[src/rtl/ldf_pkg.sv]
// Package for the lidar packet deframer: payload types, record codes and
// frame layout constants. No dependencies.
package ldf_pkg;

  // Default frame geometry
  localparam int unsigned DefBlocksPerPacket = 12;
  localparam int unsigned DefReturnsPerBlock = 32;

  // Block layout: id (2 bytes), rotation (2 bytes), then 3-byte returns
  localparam int unsigned HeaderBytes = 4;
  localparam int unsigned ReturnBytes = 3;
  localparam int unsigned RotLoPos    = 2;
  localparam int unsigned RotHiPos    = 3;

  // Tail: 4 timestamp bytes then 2 ignored bytes
  localparam int unsigned TailBytes   = 6;
  localparam int unsigned TsLastByte  = 3;
  localparam int unsigned TailCntW    = 3;

  // Return counter wraps at 32 regardless of geometry
  localparam int unsigned RetCntW     = 5;

  localparam logic [15:0] MinRangeRawReset = 16'd450;

  typedef enum logic [0:0] {
    REC_RETURN    = 1'b0,
    REC_TIMESTAMP = 1'b1
  } record_kind_e;

  // Byte role inside one return
  typedef enum logic [1:0] {
    SUB_DIST_LO = 2'd0,
    SUB_DIST_HI = 2'd1,
    SUB_INTENS  = 2'd2
  } ret_sub_e;

  typedef struct packed {
    logic [7:0] data_byte;
    logic       packet_start;
  } ldf_in_item_t;

  typedef struct packed {
    record_kind_e record_kind;
    logic [5:0]   laser_index;
    logic [2:0]   column_index;
    logic [15:0]  rotation_centideg;
    logic [16:0]  distance_mm;
    logic [7:0]   intensity;
    logic [31:0]  timestamp_us;
    logic         end_of_packet;
  } ldf_out_item_t;

endpackage

[src/rtl/ldf_stream_if.sv]
// Valid/ready stream interface used by the deframer's channels.
// Payload type is a parameter; types come from ldf_pkg.
interface ldf_stream_if #(
  parameter type payload_t = logic
);
  logic     valid;
  logic     ready;
  payload_t payload;

  modport source (output valid, output payload, input ready);
  modport sink (input valid, input payload, output ready);
endinterface

[src/rtl/lidar_packet_deframer.sv]
// Lidar packet deframer top level: byte stream in, return/timestamp records out.
// Depends on ldf_pkg and ldf_stream_if.
//
// Usage:
//   in_i carries one payload byte per transfer plus a packet_start flag that
//   marks byte 0 of a packet. Each packet is BLOCKS_PER_PACKET blocks of
//   (4 + 3*RETURNS_PER_BLOCK) bytes followed by a 6-byte tail.
//   out_o carries one return record per completed 3-byte return and one
//   timestamp record (end_of_packet set) on the fourth tail byte.
//   cfg_we_i/cfg_wdata_i write min_range_raw; write it only while idle.
// Timing:
//   One byte is taken every cycle while in_i.ready is high. A record caused by a
//   byte is presented on out_o the cycle after that byte's transfer, from a single
//   output register. in_i.ready is high whenever that register is empty or being
//   drained in the same cycle, so a stalled receiver holds the record and stalls
//   the input only while the register is full.
// Reset:
//   rst_ni clears the frame counters and the output valid; min_range_raw
//   returns to 450. The first byte after reset is byte 0 of a packet.
module lidar_packet_deframer
  import ldf_pkg::*;
#(
  parameter int unsigned BLOCKS_PER_PACKET = DefBlocksPerPacket,
  parameter int unsigned RETURNS_PER_BLOCK = DefReturnsPerBlock
) (
  input  logic        clk_i,
  input  logic        rst_ni,
  input  logic        cfg_we_i,
  input  logic [15:0] cfg_wdata_i,
  ldf_stream_if.sink   in_i,
  ldf_stream_if.source out_o
);

  localparam int unsigned BlockBytes = HeaderBytes + ReturnBytes * RETURNS_PER_BLOCK;
  localparam int unsigned PosW       = $clog2(BlockBytes);
  localparam int unsigned BlkW       = $clog2(BLOCKS_PER_PACKET + 1);

  // Registers
  logic [15:0]         min_range_q;
  logic [BlkW-1:0]     block_count_q, block_count_d;
  logic [PosW-1:0]     byte_pos_q, byte_pos_d;
  ret_sub_e            sub_q, sub_d;
  logic [RetCntW-1:0]  return_count_q, return_count_d;
  logic [15:0]         held_distance_q, held_distance_d;
  logic [15:0]         held_rotation_q, held_rotation_d;
  logic [31:0]         time_shift_q, time_shift_d;
  logic [TailCntW-1:0] tail_count_q, tail_count_d;
  logic                in_tail_q, in_tail_d;
  logic                out_valid_q, out_valid_d;
  ldf_out_item_t       out_item_q, out_item_d;

  // Effective state after an optional restart
  logic                accept;
  logic                start;
  logic [7:0]          b;
  logic [BlkW-1:0]     blk;
  logic [PosW-1:0]     pos;
  ret_sub_e            sub;
  logic [RetCntW-1:0]  rc;
  logic [TailCntW-1:0] tcnt;
  logic                tail;
  logic                emit;
  logic [31:0]         ts_next;

  assign in_i.ready    = !out_valid_q || out_o.ready;
  assign accept        = in_i.valid && in_i.ready;
  assign out_o.valid   = out_valid_q;
  assign out_o.payload = out_item_q;

  assign start = in_i.payload.packet_start;
  assign b     = in_i.payload.data_byte;
  assign blk   = start ? '0 : block_count_q;
  assign pos   = start ? '0 : byte_pos_q;
  assign sub   = start ? SUB_DIST_LO : sub_q;
  assign rc    = start ? '0 : return_count_q;
  assign tcnt  = start ? '0 : tail_count_q;
  assign tail  = start ? 1'b0 : in_tail_q;
  assign ts_next = {b, time_shift_q[31:8]};

  // Decode one byte and build the next state and record
  always_comb begin
    block_count_d   = blk;
    byte_pos_d      = pos;
    sub_d           = sub;
    return_count_d  = rc;
    held_distance_d = held_distance_q;
    held_rotation_d = held_rotation_q;
    time_shift_d    = time_shift_q;
    tail_count_d    = tcnt;
    in_tail_d       = tail;
    emit            = 1'b0;
    out_item_d      = '0;

    if (tail) begin
      if (tcnt <= TailCntW'(TsLastByte)) begin
        time_shift_d = ts_next;
      end
      if (tcnt == TailCntW'(TsLastByte)) begin
        emit                     = 1'b1;
        out_item_d.record_kind   = REC_TIMESTAMP;
        out_item_d.timestamp_us  = ts_next;
        out_item_d.end_of_packet = 1'b1;
      end
      if (tcnt < TailCntW'(TailBytes)) begin
        tail_count_d = tcnt + 1'b1;
      end
    end else begin
      if (pos == PosW'(RotLoPos)) begin
        held_rotation_d = {8'h00, b};
      end else if (pos == PosW'(RotHiPos)) begin
        held_rotation_d = {b, held_rotation_q[7:0]};
      end else if (pos >= PosW'(HeaderBytes)) begin
        unique case (sub)
          SUB_DIST_LO: begin
            held_distance_d = {8'h00, b};
            sub_d           = SUB_DIST_HI;
          end
          SUB_DIST_HI: begin
            held_distance_d = {b, held_distance_q[7:0]};
            sub_d           = SUB_INTENS;
          end
          SUB_INTENS: begin
            emit                         = 1'b1;
            out_item_d.record_kind       = REC_RETURN;
            out_item_d.laser_index       = {blk[0], rc};
            out_item_d.column_index      = 3'(blk >> 1);
            out_item_d.rotation_centideg = held_rotation_q;
            out_item_d.distance_mm       = (held_distance_q < min_range_q) ? 17'd0
                                         : {held_distance_q, 1'b0};
            out_item_d.intensity         = b;
            return_count_d               = rc + 1'b1;
            sub_d                        = SUB_DIST_LO;
          end
          default: sub_d = SUB_DIST_LO;
        endcase
      end

      // Advance to the next block, or into the tail after the last one
      if (pos == PosW'(BlockBytes - 1)) begin
        byte_pos_d     = '0;
        return_count_d = '0;
        sub_d          = SUB_DIST_LO;
        block_count_d  = blk + 1'b1;
        if (blk == BlkW'(BLOCKS_PER_PACKET - 1)) begin
          in_tail_d    = 1'b1;
          tail_count_d = '0;
        end
      end else begin
        byte_pos_d = pos + 1'b1;
      end
    end
  end

  // Output slot: load on a transfer in, clear when drained
  always_comb begin
    out_valid_d = out_valid_q;
    if (accept) begin
      out_valid_d = emit;
    end else if (out_o.ready) begin
      out_valid_d = 1'b0;
    end
  end

  // Control state
  always_ff @(posedge clk_i or negedge rst_ni) begin
    if (!rst_ni) begin
      min_range_q     <= MinRangeRawReset;
      block_count_q   <= '0;
      byte_pos_q      <= '0;
      sub_q           <= SUB_DIST_LO;
      return_count_q  <= '0;
      held_distance_q <= '0;
      held_rotation_q <= '0;
      time_shift_q    <= '0;
      tail_count_q    <= '0;
      in_tail_q       <= 1'b0;
      out_valid_q     <= 1'b0;
    end else begin
      out_valid_q <= out_valid_d;
      if (cfg_we_i) begin
        min_range_q <= cfg_wdata_i;
      end
      if (accept) begin
        block_count_q   <= block_count_d;
        byte_pos_q      <= byte_pos_d;
        sub_q           <= sub_d;
        return_count_q  <= return_count_d;
        held_distance_q <= held_distance_d;
        held_rotation_q <= held_rotation_d;
        time_shift_q    <= time_shift_d;
        tail_count_q    <= tail_count_d;
        in_tail_q       <= in_tail_d;
      end
    end
  end

  // Record payload
  always_ff @(posedge clk_i) begin
    if (accept && emit) begin
      out_item_q <= out_item_d;
    end
  end

  // Assertions
  a_tail_blocks: assert property (@(posedge clk_i) disable iff (!rst_ni)
    in_tail_q |-> (block_count_q == BlkW'(BLOCKS_PER_PACKET)))
    else $error("tail entered with wrong block count");

  a_tail_idle: assert property (@(posedge clk_i) disable iff (!rst_ni)
    !in_tail_q |-> (tail_count_q == '0))
    else $error("tail counter moved outside the tail");

  a_header_sub: assert property (@(posedge clk_i) disable iff (!rst_ni)
    (byte_pos_q < PosW'(HeaderBytes)) |-> (sub_q == SUB_DIST_LO))
    else $error("return byte phase out of step with block position");

  a_ready_free: assert property (@(posedge clk_i) disable iff (!rst_ni)
    !out_valid_q |-> in_i.ready)
    else $error("input stalled with empty output register");

  a_ts_record: assert property (@(posedge clk_i) disable iff (!rst_ni)
    (accept && emit && tail) |=> (out_valid_q && out_item_q.end_of_packet))
    else $error("timestamp record lost");

endmodule

[src/flat_wrapper.sv]
// flat-port wrapper written by rule: the top's interface ports become plain ports
module lidar_packet_deframer_flat import ldf_pkg::*;
#(
  parameter int unsigned BLOCKS_PER_PACKET = DefBlocksPerPacket,
  parameter int unsigned RETURNS_PER_BLOCK = DefReturnsPerBlock
)
  (clk_i, rst_ni, cfg_we_i, cfg_wdata_i, in_i_valid, in_i_payload, in_i_ready, out_o_valid, out_o_payload, out_o_ready);
  ldf_stream_if #(.payload_t(ldf_in_item_t)) in_i_i ();
  ldf_stream_if #(.payload_t(ldf_out_item_t)) out_o_i ();
  input  logic clk_i;
  input  logic rst_ni;
  input  logic cfg_we_i;
  input  logic [15:0] cfg_wdata_i;
  input wire logic [$bits(in_i_i.valid)-1:0] in_i_valid;
  input wire logic [$bits(in_i_i.payload)-1:0] in_i_payload;
  output wire logic [$bits(in_i_i.ready)-1:0] in_i_ready;
  output wire logic [$bits(out_o_i.valid)-1:0] out_o_valid;
  output wire logic [$bits(out_o_i.payload)-1:0] out_o_payload;
  input wire logic [$bits(out_o_i.ready)-1:0] out_o_ready;
  assign in_i_i.valid = in_i_valid;
  assign in_i_i.payload = in_i_payload;
  assign in_i_ready = in_i_i.ready;
  assign out_o_valid = out_o_i.valid;
  assign out_o_payload = out_o_i.payload;
  assign out_o_i.ready = out_o_ready;
  lidar_packet_deframer #(.BLOCKS_PER_PACKET(BLOCKS_PER_PACKET), .RETURNS_PER_BLOCK(RETURNS_PER_BLOCK)) u_core (.clk_i(clk_i), .rst_ni(rst_ni), .cfg_we_i(cfg_we_i), .cfg_wdata_i(cfg_wdata_i), .in_i(in_i_i), .out_o(out_o_i));
endmodule
[config.mk]
export PLATFORM = sky130hd
export DESIGN_NAME = lidar_packet_deframer_flat
export DESIGN_NICKNAME = d
export VERILOG_FILES = /design/src/rtl/ldf_pkg.sv /design/src/rtl/ldf_stream_if.sv /design/src/rtl/lidar_packet_deframer.sv /design/src/flat_wrapper.sv
export SDC_FILE = /design/constraint.sdc
export NUM_CORES = 1
export LEC_CHECK = 0
export ABC_AREA = 1
export BUFFER_PORTS_ARGS = -buffer_cell sky130_fd_sc_hd__buf_4
export CAP_MARGIN = 20
export CORE_MARGIN = 1
export CORE_UTILIZATION = 40
export CTS_BUF_LIST = sky130_fd_sc_hd__clkbuf_2
export CTS_CLUSTER_SIZE = 10
export DETAILED_ROUTE_END_ITERATION = 7
export GPL_ROUTABILITY_DRIVEN = 0
export PLACE_DENSITY = 0.56
export SLEW_MARGIN = 20
export SYNTH_ARGS = -nofsm -noshare
export SYNTH_HDL_FRONTEND = slang
export SYNTH_SLANG_ARGS = --single-unit
[constraint.sdc]
create_clock -name clk_i -period 6 [get_ports clk_i]
set_input_delay 1.2 -clock clk_i [delete_from_list [all_inputs] [get_ports clk_i]]
set_output_delay 1.2 -clock clk_i [all_outputs]
set_load 0.05 [all_outputs]
==> results.md <==
Synthesis:
- In the synthesized netlist, the number of instances is 753.
- Ranked by total cell area, the synthesized netlist is headed by sky130_fd_sc_hd__edfxtp_1, sky130_fd_sc_hd__dfrtp_1, sky130_fd_sc_hd__nand2_1, sky130_fd_sc_hd__inv_1, sky130_fd_sc_hd__o21ai_0.
- The post-synth net total is 805.
- The post-synthesis cell type count is 34.
- The cell type contributing the most total cell area after synthesis is sky130_fd_sc_hd__edfxtp_1.
- The netlist area before placement is 7660 µm².
- Synthesis inferred 178 register bits.
- The share of synthesized area in the top cell type comes to 0.325.
- The total of warnings raised by yosys is 0.
- The share of the Yosys chip area taken by registers is 0.636.
- The post-synthesis average cell area is 10.2 µm².

Critical path:
- The worst setup path is launched from an input pin.
- STA puts the critical path data arrival time at 3690 ps.
- The element type at the critical path end is a flop.
- In this run the worst path has a maximum fanout of 50.
- The setup path with the least slack is of type input pin to flop.
- The slack of the worst reg-to-reg path is 2920 ps.
- The required time of the critical path is 6430 ps.
- The startpoint of the worst register-to-register path is u_core.in_tail_q.
- Counting cells, the worst reg-to-reg path comes to 9.
- The worst flop-to-flop path endpoint is u_core.out_o.payload[31].

Power and ir drop:
- The total leakage power is 4.14 nW.
- The power density over the cells is 289 nW/µm².
- Power comes to 0.00259 W.
- The highest ir drop seen on vdd is 0.000128 V.

STA:
- For the final database, setup skew stands at 31.1 ps.
- The final max-slew violation count is 0.
- Setup repair after global routing left no endpoint under its margin.
- The achievable clock frequency is 306 MHz.
- The worst slew slack as a fraction of its limit is 0.316.
- The worst path in the final design needs a cycle of 3270 ps, including I/O delays and setup.
- Setup violations remaining at the end of the flow were counted as 0.
- Of the available clock period, the critical path in the final layout requires 0.545.
- Adding up every negative setup slack in the final design gives 0 ps.
- The slew at the pin with the worst max-slew slack is 1020 ps.
- The count of endpoints failing hold in the final timing report is 0.

Global route:
- The via count of the first global-routing pass was 5309.
- In the global route stage, met1 resource usage came out at 0.234.
- In the global route stage, overall resource usage came out at 0.179.
- The most congested layer reported by global routing is met2.
- After global routing the overflow that remains totals 0.
- The met2 track demand over resource in global routing is 0.288.
- The wire length of the first global-routing pass is 26900 µm.
- For met3 alone, demand over resource in global routing was 0.0403.
- The maximum number of pins on one net before global-route repair is 54.
- The number of antenna violations at the first check in global routing is 1.

Floorplanning:
- The die is 140 µm tall.
- After floorplanning, the core was sized to cover 18800 µm².
- The number of placement rows is 50.
- The starting density of the core is 0.408.
- The area of the die is 19700 µm².
- The top-level port count is 116.
- The die span in x is 140 µm.

Clocking:
- TritonCTS built the clock tree.
- The post-CTS repair timing setup buffer count is 0.
- The later pin in the worst-skew pair is clocked with a latency of 740 ps.
- The clock tree root driver cell is sky130_fd_sc_hd__clkbuf_2.
- The number of buffers between clock root and the deepest sink is 2.
- In this run, post-CTS repair resized a total of 0 instances.
- After clock tree synthesis, the flow added hold-fix buffers numbering 0.
- For this design, the sink count on the clock tree is 178.
- Clock-pin slew was measured on the worst setup and hold paths at 220 ps.
- The number of levels the H-tree was split into is 4.
- TritonCTS created 17 clock buffers.

Layout:
- Compared with the post-synthesis result, the final layout area differs by 17.1%.
- The fraction of final layout cells sized beyond drive strength 1 is 0.208.
- The top cell types in the final layout, fill and taps aside, are sky130_fd_sc_hd__nand2_1, sky130_fd_sc_hd__buf_4, sky130_fd_sc_hd__inv_1.
- The sequential cell area in the final layout is 4870 µm².
- At the end of the flow, the number of nets in the layout was 917.
- Leaving out fill and tap cells, the most frequent cell in the layout is sky130_fd_sc_hd__nand2_1.
- Summing all multi-input logic gate instances after layout gives 2210 µm².
- After filler insertion, the fill cell instance count of the layout stands at 1796.

Place:
- Buffers placed on the I/O ports in this run total 114.
- Once detailed placement completed, the half-perimeter wirelength came to 11600 µm.

Job:
- The max-cap check violation count is 0.

Detailed routing:
- The number of nets with antenna violations after detailed routing is 0.
- The total wirelength of the detailed-routed design is 16400 µm.
- For this block, the via count after detailed routing is 5348.
- The via count normalized by instance count is 4.81.
- The final routed DRC violation total is 0.
- After detailed routing, the average wire length per cell comes to 14.7 µm.
- The first-pass iteration count of the detailed router is 5.
- In this run, the number of DRC markers left after iteration 0 of detailed routing was 350.

Min path:
- The path class of the tightest hold or removal check is input pin to async pin.

Run status:
- The flow ran to the end, and the final reports show no timing, DRC or antenna violations.
[sequential cells by signal, indices dropped and copies added (netlist names)]
signal and count:
u_core.out_o.payload 83, u_core.block_count_q 4, u_core.held_rotation_q 16, u_core.out_o.valid 1
u_core.held_distance_q 16, u_core.return_count_q 5, u_core.sub_q 2, u_core.time_shift_q 24
u_core.tail_count_q 3, u_core.min_range_q 16, u_core.in_tail_q 1, u_core.byte_pos_q 7
[final cells by class]
class,instances,share of cell area
sequential,178,0.544
multi-input combinational,431,0.246
inverter,119,0.0498
antenna,1,0.000279
clock buffer,21,0.0117
tap,234,0.0327
timing repair buffer,118,0.100
clock inverter,11,0.0154
[worst max-delay path, stage by stage]
cell	delay, ps
sky130_fd_sc_hd__buf_4	180
sky130_fd_sc_hd__inv_2	240
sky130_fd_sc_hd__nand2_1	140
sky130_fd_sc_hd__inv_1	90
sky130_fd_sc_hd__ha_1	190
sky130_fd_sc_hd__ha_1	160
sky130_fd_sc_hd__inv_1	50
sky130_fd_sc_hd__o21ai_0	150
sky130_fd_sc_hd__inv_1	120
sky130_fd_sc_hd__nor2_4	780
sky130_fd_sc_hd__buf_12	340
[worst max path at each step]
stage                          from                       end  slack [ps]  depth (start not counted)
floorplan           in_i_payload[0]   u_core.out_o.payload[0]        1310                         10
global placement    in_i_payload[0]   u_core.out_o.payload[1]        2070                         10
detailed placement  in_i_payload[0]   u_core.out_o.payload[2]        1970                         10
CTS                 in_i_payload[0]  u_core.out_o.payload[31]        2800                         10
global route        in_i_payload[0]  u_core.out_o.payload[31]        2580                         11
finish              in_i_payload[0]  u_core.out_o.payload[31]        2730                         11
[layer usage]
| layer | vias to the layer above | share of wire |
|---|---|---|
| met5 | - | 0 |
| met4 | 0 | 0.018 |
| met3 | 24 | 0.045 |
| met2 | 147 | 0.47 |
| met1 | 2542 | 0.46 |
| li1 | 2635 | - |
[metrics by stage]
stage                     cells  instance area (µm²)  setup WS [ps]  utilization  hold WS, ps
after floorplan             753                 7660           1310            -          449
after global placement     1080                 8720           2070        0.465          467
after detailed placement   1080                 8720           1970        0.465          469
after CTS                  1112                 8960           2800        0.477          365
after global routing       1113                 8970           2580        0.478          381
final                      1113                 8970           2730        0.478          426
[cell families (layout without fill, tap and decap cells)]
kind of cell / count (synthesis) / after routing / synth area share
AOI/OAI and AO/OA: 110 / 110 / 0.0782
xor gates and xnor gates: 8 / 8 / 0.00915
adders and majority gates: 22 / 22 / 0.0359
buffers and inverters: 144 / 269 / 0.0766
DFF: 178 / 178 / 0.636
muxes: 1 / 1 / 0.00147
other: 1 / 2 / 0.000490
and+or+nand+nor: 289 / 289 / 0.162
[cells in the mapped netlist, drive strengths merged]
master,instances
edfxtp,83
nand3,34
buf,14
a22oi,1
o211ai,3
clkbuf,11
nand4,2
mux2,1
o21ai,92
nor3b,2
nand3b,1
xnor2,4
ha,22
dfrtp,91
xor2,4
a21oi,13
conb,1
dfstp,4
o22ai,1
inv,119
nand2,135
nor2,108
nor3,7
[report_power, final]
group	leakage [nW]	total, W	internal, W	switching, W
Combinational	1.95	0.000445	0.000165	0.000280
Clock	0.145	0.000629	0.000236	0.000394
Sequential	2.05	0.00151	0.00142	0.0000942
Total	4.14	0.00259	0.00182	0.000768
Note: power is estimated with default switching activity, not from simulation.
